[config.mk]
export PLATFORM = sky130hd
export DESIGN_NAME = fixed_frame_receiver_crc16_top
export DESIGN_NICKNAME = d
export VERILOG_FILES = /design/src/rtl/ffrx_pkg.sv /design/src/rtl/ffrx_ram.sv /design/src/rtl/ffrx_crc_unit.sv /design/src/rtl/fixed_frame_receiver_crc16_top.sv
export SDC_FILE = /design/constraint.sdc
export NUM_CORES = 1
export LEC_CHECK = 0
export ABC_AREA = 1
export BUFFER_PORTS_ARGS = -buffer_cell sky130_fd_sc_hd__buf_2
export CAP_MARGIN = 20
export CORE_MARGIN = 4
export CORE_UTILIZATION = 60
export CTS_CLUSTER_DIAMETER = 30
export DETAILED_ROUTE_END_ITERATION = 6
export HOLD_SLACK_MARGIN = 0.05
export PLACE_DENSITY = 0.85
export SYNTH_ARGS = -nofsm -noshare
export SYNTH_HDL_FRONTEND = slang
export SYNTH_SLANG_ARGS = --single-unit
export TNS_END_PERCENT = 100
[constraint.sdc]
create_clock -name clock -period 7.05 [get_ports clock]
set_input_delay 0.705 -clock clock [delete_from_list [all_inputs] [get_ports clock]]
set_output_delay 0.705 -clock clock [all_outputs]
set_load 0.01 [all_outputs]
[src/rtl/ffrx_pkg.sv]
// ----------------------------------------------------------------------------
// ffrx_pkg
// Shared constants, codes and types of the fixed-frame receiver with the
// CRC-16/Modbus check.
// ----------------------------------------------------------------------------
package ffrx_pkg;

   localparam int PAYLOAD_BYTES = 48;
   localparam int HEADER_BYTES  = 9;
   localparam int FRAME_BYTES   = HEADER_BYTES + PAYLOAD_BYTES + 2;
   localparam int FPOS_W        = $clog2(FRAME_BYTES);
   localparam int PAY_ADDR_W    = (PAYLOAD_BYTES > 1) ? $clog2(PAYLOAD_BYTES) : 1;
   localparam int POS_FIELD_W   = 6;

   // frame positions of interest
   localparam logic [FPOS_W-1:0] FPOS_HDR_END = FPOS_W'(HEADER_BYTES);
   localparam logic [FPOS_W-1:0] FPOS_CRC_LO  = FPOS_W'(HEADER_BYTES + PAYLOAD_BYTES);
   localparam logic [FPOS_W-1:0] FPOS_LAST    = FPOS_W'(FRAME_BYTES - 1);
   localparam logic [PAY_ADDR_W-1:0] PAY_LAST_IDX = PAY_ADDR_W'(PAYLOAD_BYTES - 1);

   localparam logic [15:0] CRC_INIT  = 16'hFFFF;
   localparam logic [15:0] CRC_POLY  = 16'hA001;
   localparam int          CRC_BITS  = 8;
   localparam int          CRC_CNT_W = 4;

   localparam logic [15:0] TIMER_MAX     = 16'hFFFF;
   localparam logic [15:0] TIMEOUT_RESET = 16'd500;
   localparam logic [7:0]  VERSION_RESET = 8'd1;

   localparam logic KIND_TICK = 1'b1;

   typedef enum logic [1:0] {
      STATUS_GOOD        = 2'd0,
      STATUS_CRC_ERR     = 2'd1,
      STATUS_VERSION_ERR = 2'd2
   } status_type;

   typedef enum logic [0:0] {
      CSR_TIMEOUT = 1'b0,
      CSR_VERSION = 1'b1
   } csr_index_type;

   typedef enum logic [1:0] {
      ST_IDLE,
      ST_CHECK,
      ST_READ,
      ST_SEND
   } state_type;

   typedef struct packed {
      logic       kind;
      logic [7:0] rx_byte;
   } req_payload_type;

   typedef struct packed {
      status_type             status;
      logic [7:0]             packet_type;
      logic [15:0]            source_node;
      logic [15:0]            destination_node;
      logic [15:0]            sequence_id;
      logic [7:0]             payload_length;
      logic [7:0]             payload_data;
      logic [POS_FIELD_W-1:0] payload_position;
      logic                   last;
   } rsp_payload_type;

   typedef struct packed {
      logic       start;
      logic       restart;
      logic [7:0] data;
   } crc_ctl_type;

endpackage

[src/rtl/ffrx_ram.sv]
// ----------------------------------------------------------------------------
// ffrx_ram
// Generic single-write, single-read memory with a registered read port.
// ----------------------------------------------------------------------------
module ffrx_ram #(
   parameter int WIDTH  = 8,
   parameter int DEPTH  = 48,
   localparam int ADDR_W = (DEPTH > 1) ? $clog2(DEPTH) : 1
) (
   input  logic              clock,
   input  logic              wr_en,
   input  logic [ADDR_W-1:0] wr_addr,
   input  logic [WIDTH-1:0]  wr_data,
   input  logic              rd_en,
   input  logic [ADDR_W-1:0] rd_addr,
   output logic [WIDTH-1:0]  rd_data
);

   logic [WIDTH-1:0] mem_ff [DEPTH];
   logic [WIDTH-1:0] rd_data_ff;

   always_ff @(posedge clock) begin
      if (wr_en) begin
         mem_ff[wr_addr] <= wr_data;
      end
      if (rd_en) begin
         rd_data_ff <= mem_ff[rd_addr];
      end
   end

   assign rd_data = rd_data_ff;

endmodule

[src/rtl/ffrx_crc_unit.sv]
// ----------------------------------------------------------------------------
// ffrx_crc_unit
// Bit-serial CRC-16/Modbus engine: one byte is folded in, then shifted out
// one bit per cycle.
// ----------------------------------------------------------------------------
module ffrx_crc_unit
   import ffrx_pkg::*;
(
   input  logic        clock,
   input  logic        reset,
   input  crc_ctl_type ctl,
   output logic [15:0] crc,
   output logic        busy
);

   logic [15:0]          crc_ff, crc_in;
   logic [CRC_CNT_W-1:0] cnt_ff, cnt_in;

   always_comb begin
      crc_in = crc_ff;
      cnt_in = cnt_ff;
      if (cnt_ff != '0) begin
         crc_in = crc_ff[0] ? ((crc_ff >> 1) ^ CRC_POLY) : (crc_ff >> 1);
         cnt_in = cnt_ff - 1'b1;
      end else if (ctl.start) begin
         crc_in = (ctl.restart ? CRC_INIT : crc_ff) ^ {8'h00, ctl.data};
         cnt_in = CRC_CNT_W'(CRC_BITS);
      end
   end

   always_ff @(posedge clock) begin
      if (reset) begin
         crc_ff <= CRC_INIT;
         cnt_ff <= '0;
      end else begin
         crc_ff <= crc_in;
         cnt_ff <= cnt_in;
      end
   end

   assign crc  = crc_ff;
   assign busy = (cnt_ff != '0);

endmodule

[src/rtl/fixed_frame_receiver_crc16_top.sv]
// ----------------------------------------------------------------------------
// fixed_frame_receiver_crc16_top
// Fixed-length frame receiver: assembles 59-byte frames from a byte stream,
// checks CRC-16/Modbus and version, and streams out the payload bytes.
// ----------------------------------------------------------------------------
// A tick request or the low CRC byte leaves req_stall low. A header or payload
// byte is accepted and then holds req_stall high while the shared bit-serial
// CRC unit shifts the byte through. The high CRC byte moves the receiver to
// the check state; a bad frame then gives its single error result, a good
// frame gives 48 results, each through a payload memory read and then the
// output register, and rsp_stall can hold each result (and the check state).
// New requests are taken again once the last result sits in the output
// register.
module fixed_frame_receiver_crc16_top
   import ffrx_pkg::*;
(
   input  logic            clock,
   input  logic            reset,
   input  logic            req_valid,
   output logic            req_stall,
   input  req_payload_type req_payload,
   output logic            rsp_valid,
   input  logic            rsp_stall,
   output rsp_payload_type rsp_payload,
   input  logic            csr_valid,
   output logic            csr_ready,
   input  csr_index_type   csr_index,
   input  logic [15:0]     csr_wdata
);

   state_type             state_ff, state_in;
   logic [FPOS_W-1:0]     pos_ff, pos_in;
   logic [15:0]           timer_ff, timer_in;
   logic [63:0]           header_ff, header_in;
   logic [7:0]            version_ff, version_in;
   logic [15:0]           rxcrc_ff, rxcrc_in;
   logic [15:0]           timeout_ff, timeout_in;
   logic [7:0]            expver_ff, expver_in;
   logic [PAY_ADDR_W-1:0] idx_ff, idx_in;
   logic                  rsp_valid_ff, rsp_valid_in;
   rsp_payload_type       rsp_ff, rsp_in;

   crc_ctl_type           crc_ctl;
   logic [15:0]           crc_value;
   logic                  crc_busy;

   logic                  ram_we;
   logic                  ram_re;
   logic [PAY_ADDR_W-1:0] ram_waddr;
   logic [7:0]            ram_rdata;

   logic                  req_fire;
   logic                  slot_free;
   logic                  timed_out;
   logic [FPOS_W-1:0]     pos_eff;
   logic [FPOS_W-1:0]     pos_m1;
   logic [FPOS_W-1:0]     pay_off;
   logic [2:0]            hdr_off;
   rsp_payload_type       rsp_hdr;

   ffrx_crc_unit u_crc (
      .clock (clock),
      .reset (reset),
      .ctl   (crc_ctl),
      .crc   (crc_value),
      .busy  (crc_busy)
   );

   ffrx_ram #(
      .WIDTH (8),
      .DEPTH (PAYLOAD_BYTES)
   ) u_payload_ram (
      .clock   (clock),
      .wr_en   (ram_we),
      .wr_addr (ram_waddr),
      .wr_data (req_payload.rx_byte),
      .rd_en   (ram_re),
      .rd_addr (idx_ff),
      .rd_data (ram_rdata)
   );

   assign req_stall = (state_ff != ST_IDLE) || crc_busy;
   assign req_fire  = req_valid && !req_stall;
   assign slot_free = !rsp_valid_ff || !rsp_stall;
   assign csr_ready = 1'b1;

   // a stale partial frame restarts with the incoming byte
   assign timed_out = (pos_ff != '0) && (timer_ff > timeout_ff);
   assign pos_eff   = timed_out ? '0 : pos_ff;
   assign pos_m1    = pos_eff - FPOS_W'(1);
   assign hdr_off   = pos_m1[2:0];
   assign pay_off   = pos_eff - FPOS_HDR_END;
   assign ram_waddr = pay_off[PAY_ADDR_W-1:0];

   always_comb begin
      rsp_hdr                  = '0;
      rsp_hdr.status           = STATUS_GOOD;
      rsp_hdr.packet_type      = header_ff[7:0];
      rsp_hdr.source_node      = header_ff[23:8];
      rsp_hdr.destination_node = header_ff[39:24];
      rsp_hdr.sequence_id      = header_ff[55:40];
      rsp_hdr.payload_length   = header_ff[63:56];
   end

   always_comb begin
      state_in     = state_ff;
      pos_in       = pos_ff;
      timer_in     = timer_ff;
      header_in    = header_ff;
      version_in   = version_ff;
      rxcrc_in     = rxcrc_ff;
      idx_in       = idx_ff;
      rsp_valid_in = rsp_valid_ff && rsp_stall;
      rsp_in       = rsp_ff;
      crc_ctl      = '{start: 1'b0, restart: 1'b0, data: req_payload.rx_byte};
      ram_we       = 1'b0;
      ram_re       = 1'b0;

      unique case (state_ff)
         ST_IDLE: begin
            if (req_fire) begin
               if (req_payload.kind == KIND_TICK) begin
                  if ((pos_ff != '0) && (timer_ff != TIMER_MAX)) begin
                     timer_in = timer_ff + 16'd1;
                  end
               end else begin
                  if (pos_eff == '0) begin
                     timer_in  = '0;
                     header_in = '0;
                  end
                  if (pos_eff < FPOS_CRC_LO) begin
                     crc_ctl.start   = 1'b1;
                     crc_ctl.restart = (pos_eff == '0);
                     if (pos_eff == '0) begin
                        version_in = req_payload.rx_byte;
                     end else if (pos_eff < FPOS_HDR_END) begin
                        header_in[{hdr_off, 3'b000} +: 8] = req_payload.rx_byte;
                     end else begin
                        ram_we = 1'b1;
                     end
                     pos_in = pos_eff + FPOS_W'(1);
                  end else if (pos_eff == FPOS_CRC_LO) begin
                     rxcrc_in = {8'h00, req_payload.rx_byte};
                     pos_in   = pos_eff + FPOS_W'(1);
                  end else begin
                     rxcrc_in = {req_payload.rx_byte, rxcrc_ff[7:0]};
                     pos_in   = '0;
                     state_in = ST_CHECK;
                  end
               end
            end
         end
         ST_CHECK: begin
            if (slot_free) begin
               if (rxcrc_ff != crc_value) begin
                  rsp_in        = rsp_hdr;
                  rsp_in.status = STATUS_CRC_ERR;
                  rsp_in.last   = 1'b1;
                  rsp_valid_in  = 1'b1;
                  state_in      = ST_IDLE;
               end else if (version_ff != expver_ff) begin
                  rsp_in        = rsp_hdr;
                  rsp_in.status = STATUS_VERSION_ERR;
                  rsp_in.last   = 1'b1;
                  rsp_valid_in  = 1'b1;
                  state_in      = ST_IDLE;
               end else begin
                  idx_in   = '0;
                  state_in = ST_READ;
               end
            end
         end
         ST_READ: begin
            ram_re   = 1'b1;
            state_in = ST_SEND;
         end
         ST_SEND: begin
            // read data holds until the next read, so waiting here is safe
            if (slot_free) begin
               rsp_in                  = rsp_hdr;
               rsp_in.payload_data     = ram_rdata;
               rsp_in.payload_position = POS_FIELD_W'(idx_ff);
               rsp_in.last             = (idx_ff == PAY_LAST_IDX);
               rsp_valid_in            = 1'b1;
               if (idx_ff == PAY_LAST_IDX) begin
                  state_in = ST_IDLE;
               end else begin
                  idx_in   = idx_ff + 1'b1;
                  state_in = ST_READ;
               end
            end
         end
         default: begin
            state_in = ST_IDLE;
         end
      endcase
   end

   always_comb begin
      timeout_in = timeout_ff;
      expver_in  = expver_ff;
      if (csr_valid && csr_ready) begin
         unique case (csr_index)
            CSR_TIMEOUT: timeout_in = csr_wdata;
            CSR_VERSION: expver_in  = csr_wdata[7:0];
         endcase
      end
   end

   always_ff @(posedge clock) begin
      if (reset) begin
         state_ff     <= ST_IDLE;
         pos_ff       <= '0;
         timer_ff     <= '0;
         header_ff    <= '0;
         version_ff   <= '0;
         rxcrc_ff     <= '0;
         timeout_ff   <= TIMEOUT_RESET;
         expver_ff    <= VERSION_RESET;
         idx_ff       <= '0;
         rsp_valid_ff <= 1'b0;
      end else begin
         state_ff     <= state_in;
         pos_ff       <= pos_in;
         timer_ff     <= timer_in;
         header_ff    <= header_in;
         version_ff   <= version_in;
         rxcrc_ff     <= rxcrc_in;
         timeout_ff   <= timeout_in;
         expver_ff    <= expver_in;
         idx_ff       <= idx_in;
         rsp_valid_ff <= rsp_valid_in;
      end
   end

   always_ff @(posedge clock) begin
      rsp_ff <= rsp_in;
   end

   assign rsp_valid   = rsp_valid_ff;
   assign rsp_payload = rsp_ff;

   // error results come alone
   assert property (@(posedge clock) disable iff (reset)
      rsp_valid && (rsp_payload.status != STATUS_GOOD)
         |-> rsp_payload.last && (rsp_payload.payload_position == '0))
      else $error("error result is not a lone last result");

   assert property (@(posedge clock) disable iff (reset)
      pos_ff <= FPOS_LAST)
      else $error("frame position past the end of the frame");

   // no byte may be taken while the crc unit is still shifting
   assert property (@(posedge clock) disable iff (reset)
      crc_busy |-> req_stall)
      else $error("request accepted while crc unit busy");

   assert property (@(posedge clock) disable iff (reset)
      rsp_valid && rsp_payload.last && (rsp_payload.status == STATUS_GOOD)
         |-> (rsp_payload.payload_position == POS_FIELD_W'(PAYLOAD_BYTES - 1)))
      else $error("good burst ended at the wrong payload position");

endmodule

==> results.yml <==
run_status:
  outcome: "finished, violations left"
  violations: "DRC"
placement:
  gp_congestion: 0.951
  dpl_worst_slack_ns: 1.84
  io_buffers: 113
  dp_hpwl_um: 42500
global_routing:
  grtUsageTotal_pct: 30.1
  gr-total-overflow: 0
  grt_pass1_wl_um: 112000
  grt_pass1_vias: 20300
  grt_start_max_net_pins: 129
  antenna_found_initial: 1
sta:
  setup-tns-final_ns: 0
  timing.slew.headroom_pct: 29.7
  min_period_ns: 5.34
  rsz0062_at_grt: "false"
  worst_slack_ns: 1.71
  fin_crit_sh_pct: 75.7
  setup_viol: 0
  slew_violations: 0
  max_freq_mhz: 187
  worst_slew_pin_slew_ns: 1.05
  skew_ns: 0.0250
  final-hold-violation-count: 0
route:
  first_pass_iters: 7
  detailroute.via_count: 20900
  routed_via_density: 6.28
  drc_errors: 9
  wl_per_cell_um: 21.9
  routed_wl_um: 72800
  drt_iter0_drc: 3072
  ant_nets: 0
power:
  p_seq_share_pct: 40.6
  combPwrFrac_pct: 10.3
  internal-power_mw: 7.62
  switchingPower_mw: 2.71
  worst_ir_drop_vdd_mv: 0.346
  pwr-share-clk_pct: 49.1
  leakage_nw: 11.2
  power_density_mw_per_mm2: 332
  p_sw_share_pct: 26.3
synthesis:
  synth_area_leaders: "edfxtp_1 53%, dfxtp_1 12%, nand2_1 5.4%"
  ys_types: 46
  synth_top_area_share_pct: 53.3
  async_reset_ff_share_pct: 0
  synth.avg_cell_area_um2: 10.5
  synth_cells: 2533
  netlist_top_cells_count: "473 x edfxtp_1, 386 x nand2_1, 327 x nor2_1, 264 x o21ai_0, 180 x inv_1"
  yosysWarnings: 0
  synth_edf_count: 473
  ys.flop_type: "edfxtp_1"
  synth_nets: 2589
  post-synth-top-area-cell: "edfxtp_1"
  synth-seq-cells: 636
  synth_most_common_cell: "edfxtp_1"
  synth_seq_area_share_pct: 65.6
  netlist_area_mm2: 0.0266
layout:
  regArea_mm2: 0.0175
  drive_gt1_share_pct: 14.0
  multi_input_comb_area_mm2: 0.00789
  area_growth_pct: 16.9
  nNetsFinal: 2702
  n_fill_cell: 2749
clocking:
  htreeDepth: 3
  cts.sinks: 636
  cts_root_buffer: "clkbuf_16"
  cts_made_buffers: 106
  cts_tree: "yes"
  cts_hold_buf: 0
  cts_setup_buffers: 0
  ctsResizeCount: 0
  clkTransAtPathRegs_ns: 0.05
  cts_buffer_depth: 3
  insertion_delay_ns: 0.64
worst_setup_path:
  path_class: "flip-flop to flip-flop"
  crit_fanout: 65
  rrSetupSlack_ns: 1.71
  cp.required_ns: 7.31
  slowest_stage: "nor2_1"
  cpPeakStageDelay_ns: 0.63
  arrival_ns: 5.60
  cp-end-kind: "flip-flop"
  cp_top_family: "simple AND/OR/NAND/NOR gates"
  path_buf_inv: 2
  cp.depth: 18
  cp-start-kind: "flip-flop"
  cpMostUsedCell: "nand2_1"
  reg2reg_depth: 18
  path_cells: "ha_1, nand2_1, nand2_1, nand3_1, nand2_1, a21oi_1, nand2_1, nand2_4, nand2_1, ha_1, nand2_4, inv_1, a21oi_4, buf_4, nand2_1, nor2_4, nand2_2, nor2_1"
floorplanning:
  die_x_um: 219
  dieArea_mm2: 0.0478
  num_io_pins: 115
  die_h_um: 219
  core_area_mm2: 0.0435
  row_count: 76
  initial_utilization_pct: 61.3
min_path:
  worstHoldPathCells: 3
  min_path_type: "primary input to flip-flop"
flow_run:
  drv_cap: 0
==> path summary, 6_finish.rpt <==
kind / to / start
hold / removal: expver_ff[0] / csr_wdata[0]
setup reg to reg: u_payload_ram.mem_ff[11][2] / timer_ff[9]
hold reg to reg: rsp_payload[48] / header_ff[33]
setup / recovery: u_payload_ram.mem_ff[11][2] / timer_ff[9]
==> power groups by stage <==
stage	sequential, mW	clock, mW	combinational [mW]
2_1_floorplan	4.25	0	0.721
3_3_place_gp	4.26	0	0.984
4_1_cts	4.19	5.07	1.04
3_5_place_dp	4.26	0	1.02
5_1_grt	4.20	5.28	1.17
6_report	4.20	5.07	1.07
==> routing by layer <==
metal  GRT usage, %  up-vias  wire length, um
met5              0        -                0
met4           13.3        0             3240
met2           48.5     1610            34600
met3           7.37      286             8460
met1           39.2     9795            26500
li1               -     9174                -
==> metrics by stage <==
| step | utilization, % | hold WS, ns | instance area, um^2 | cells | total power [mW] |
|---|---|---|---|---|---|
| floorplan | - | 0.423 | 26600 | 2533 | 4.97 |
| global placement | 63.4 | 0.431 | 27500 | 3122 | 5.24 |
| detailed placement | 63.4 | 0.438 | 27500 | 3122 | 5.28 |
| CTS | 71.6 | 0.293 | 31100 | 3320 | 10.3 |
| global route | 71.6 | 0.319 | 31100 | 3321 | 10.6 |
| finish | 71.7 | 0.315 | 31100 | 3322 | 10.3 |
==> layout by cell type, fill, tap and decap left out, drive strengths merged, types with 9 or more instances in the layout <==
cell type | Yosys | layout
o22ai | 59 | 59
nand3 | 139 | 139
xor2 | 12 | 12
o211ai | 24 | 24
nor4 | 9 | 9
inv | 188 | 203
clkbuf | 102 | 122
nor2 | 336 | 336
clkinv | 7 | 43
ha | 25 | 25
xnor2 | 12 | 12
nor3 | 9 | 9
o21ai | 265 | 265
a21oi | 156 | 156
nand4 | 57 | 57
buf | 26 | 133
o221ai | 38 | 38
clkinvlp | 0 | 17
edfxtp | 473 | 473
nand2 | 404 | 404
dfxtp | 163 | 163
==> worst register-to-register path: stages (launching register included) <==
cell     delay, ns
dfxtp_1       0.43
ha_1          0.30
nand2_1       0.07
nand2_1       0.05
nand3_1       0.06
nand2_1       0.05
a21oi_1       0.17
nand2_1       0.27
nand2_4       0.22
nand2_1       0.57
ha_1          0.53
nand2_4       0.11
inv_1         0.09
a21oi_4       0.12
buf_4         0.54
nand2_1       0.27
nor2_4        0.20
nand2_2       0.28
nor2_1        0.63
==> layout make-up <==
cell class / count / area share [%]
Tap cell: 585 / 2.35
Timing Repair Buffer: 133 / 2.36
Clock buffer: 122 / 9.08
Antenna cell: 1 / 0.00804
Inverter: 195 / 2.36
Sequential cell: 636 / 56.1
Multi-Input combinational cell: 1574 / 25.3
Clock inverter: 76 / 2.41
==> registers in the layout, summed over array words and instances, names as in the netlist <==
| name | count |
|---|---|
| expver_ff | 8 |
| header_ff | 64 |
| idx_ff | 6 |
| pos_ff | 6 |
| rsp_payload | 81 |
| rsp_valid | 1 |
| rxcrc_ff | 16 |
| state_ff | 2 |
| timeout_ff | 16 |
| timer_ff | 16 |
| u_crc.cnt_ff | 4 |
| u_crc.crc | 16 |
| u_payload_ram.mem_ff | 384 |
| u_payload_ram.rd_data | 8 |
| version_ff | 8 |
==> kinds of logic after synthesis <==
group,count (synthesis),share of synthesized area [%]
and+or+nand+nor,960,15.7
DFF,636,65.6
AOI/OAI and AO/OA,564,11.9
buffers and inverters,323,4.89
adders and majority gates,25,1.17
xor gates and xnor gates,24,0.789
other,1,0.0141
(Power assumes the default switching activity.)
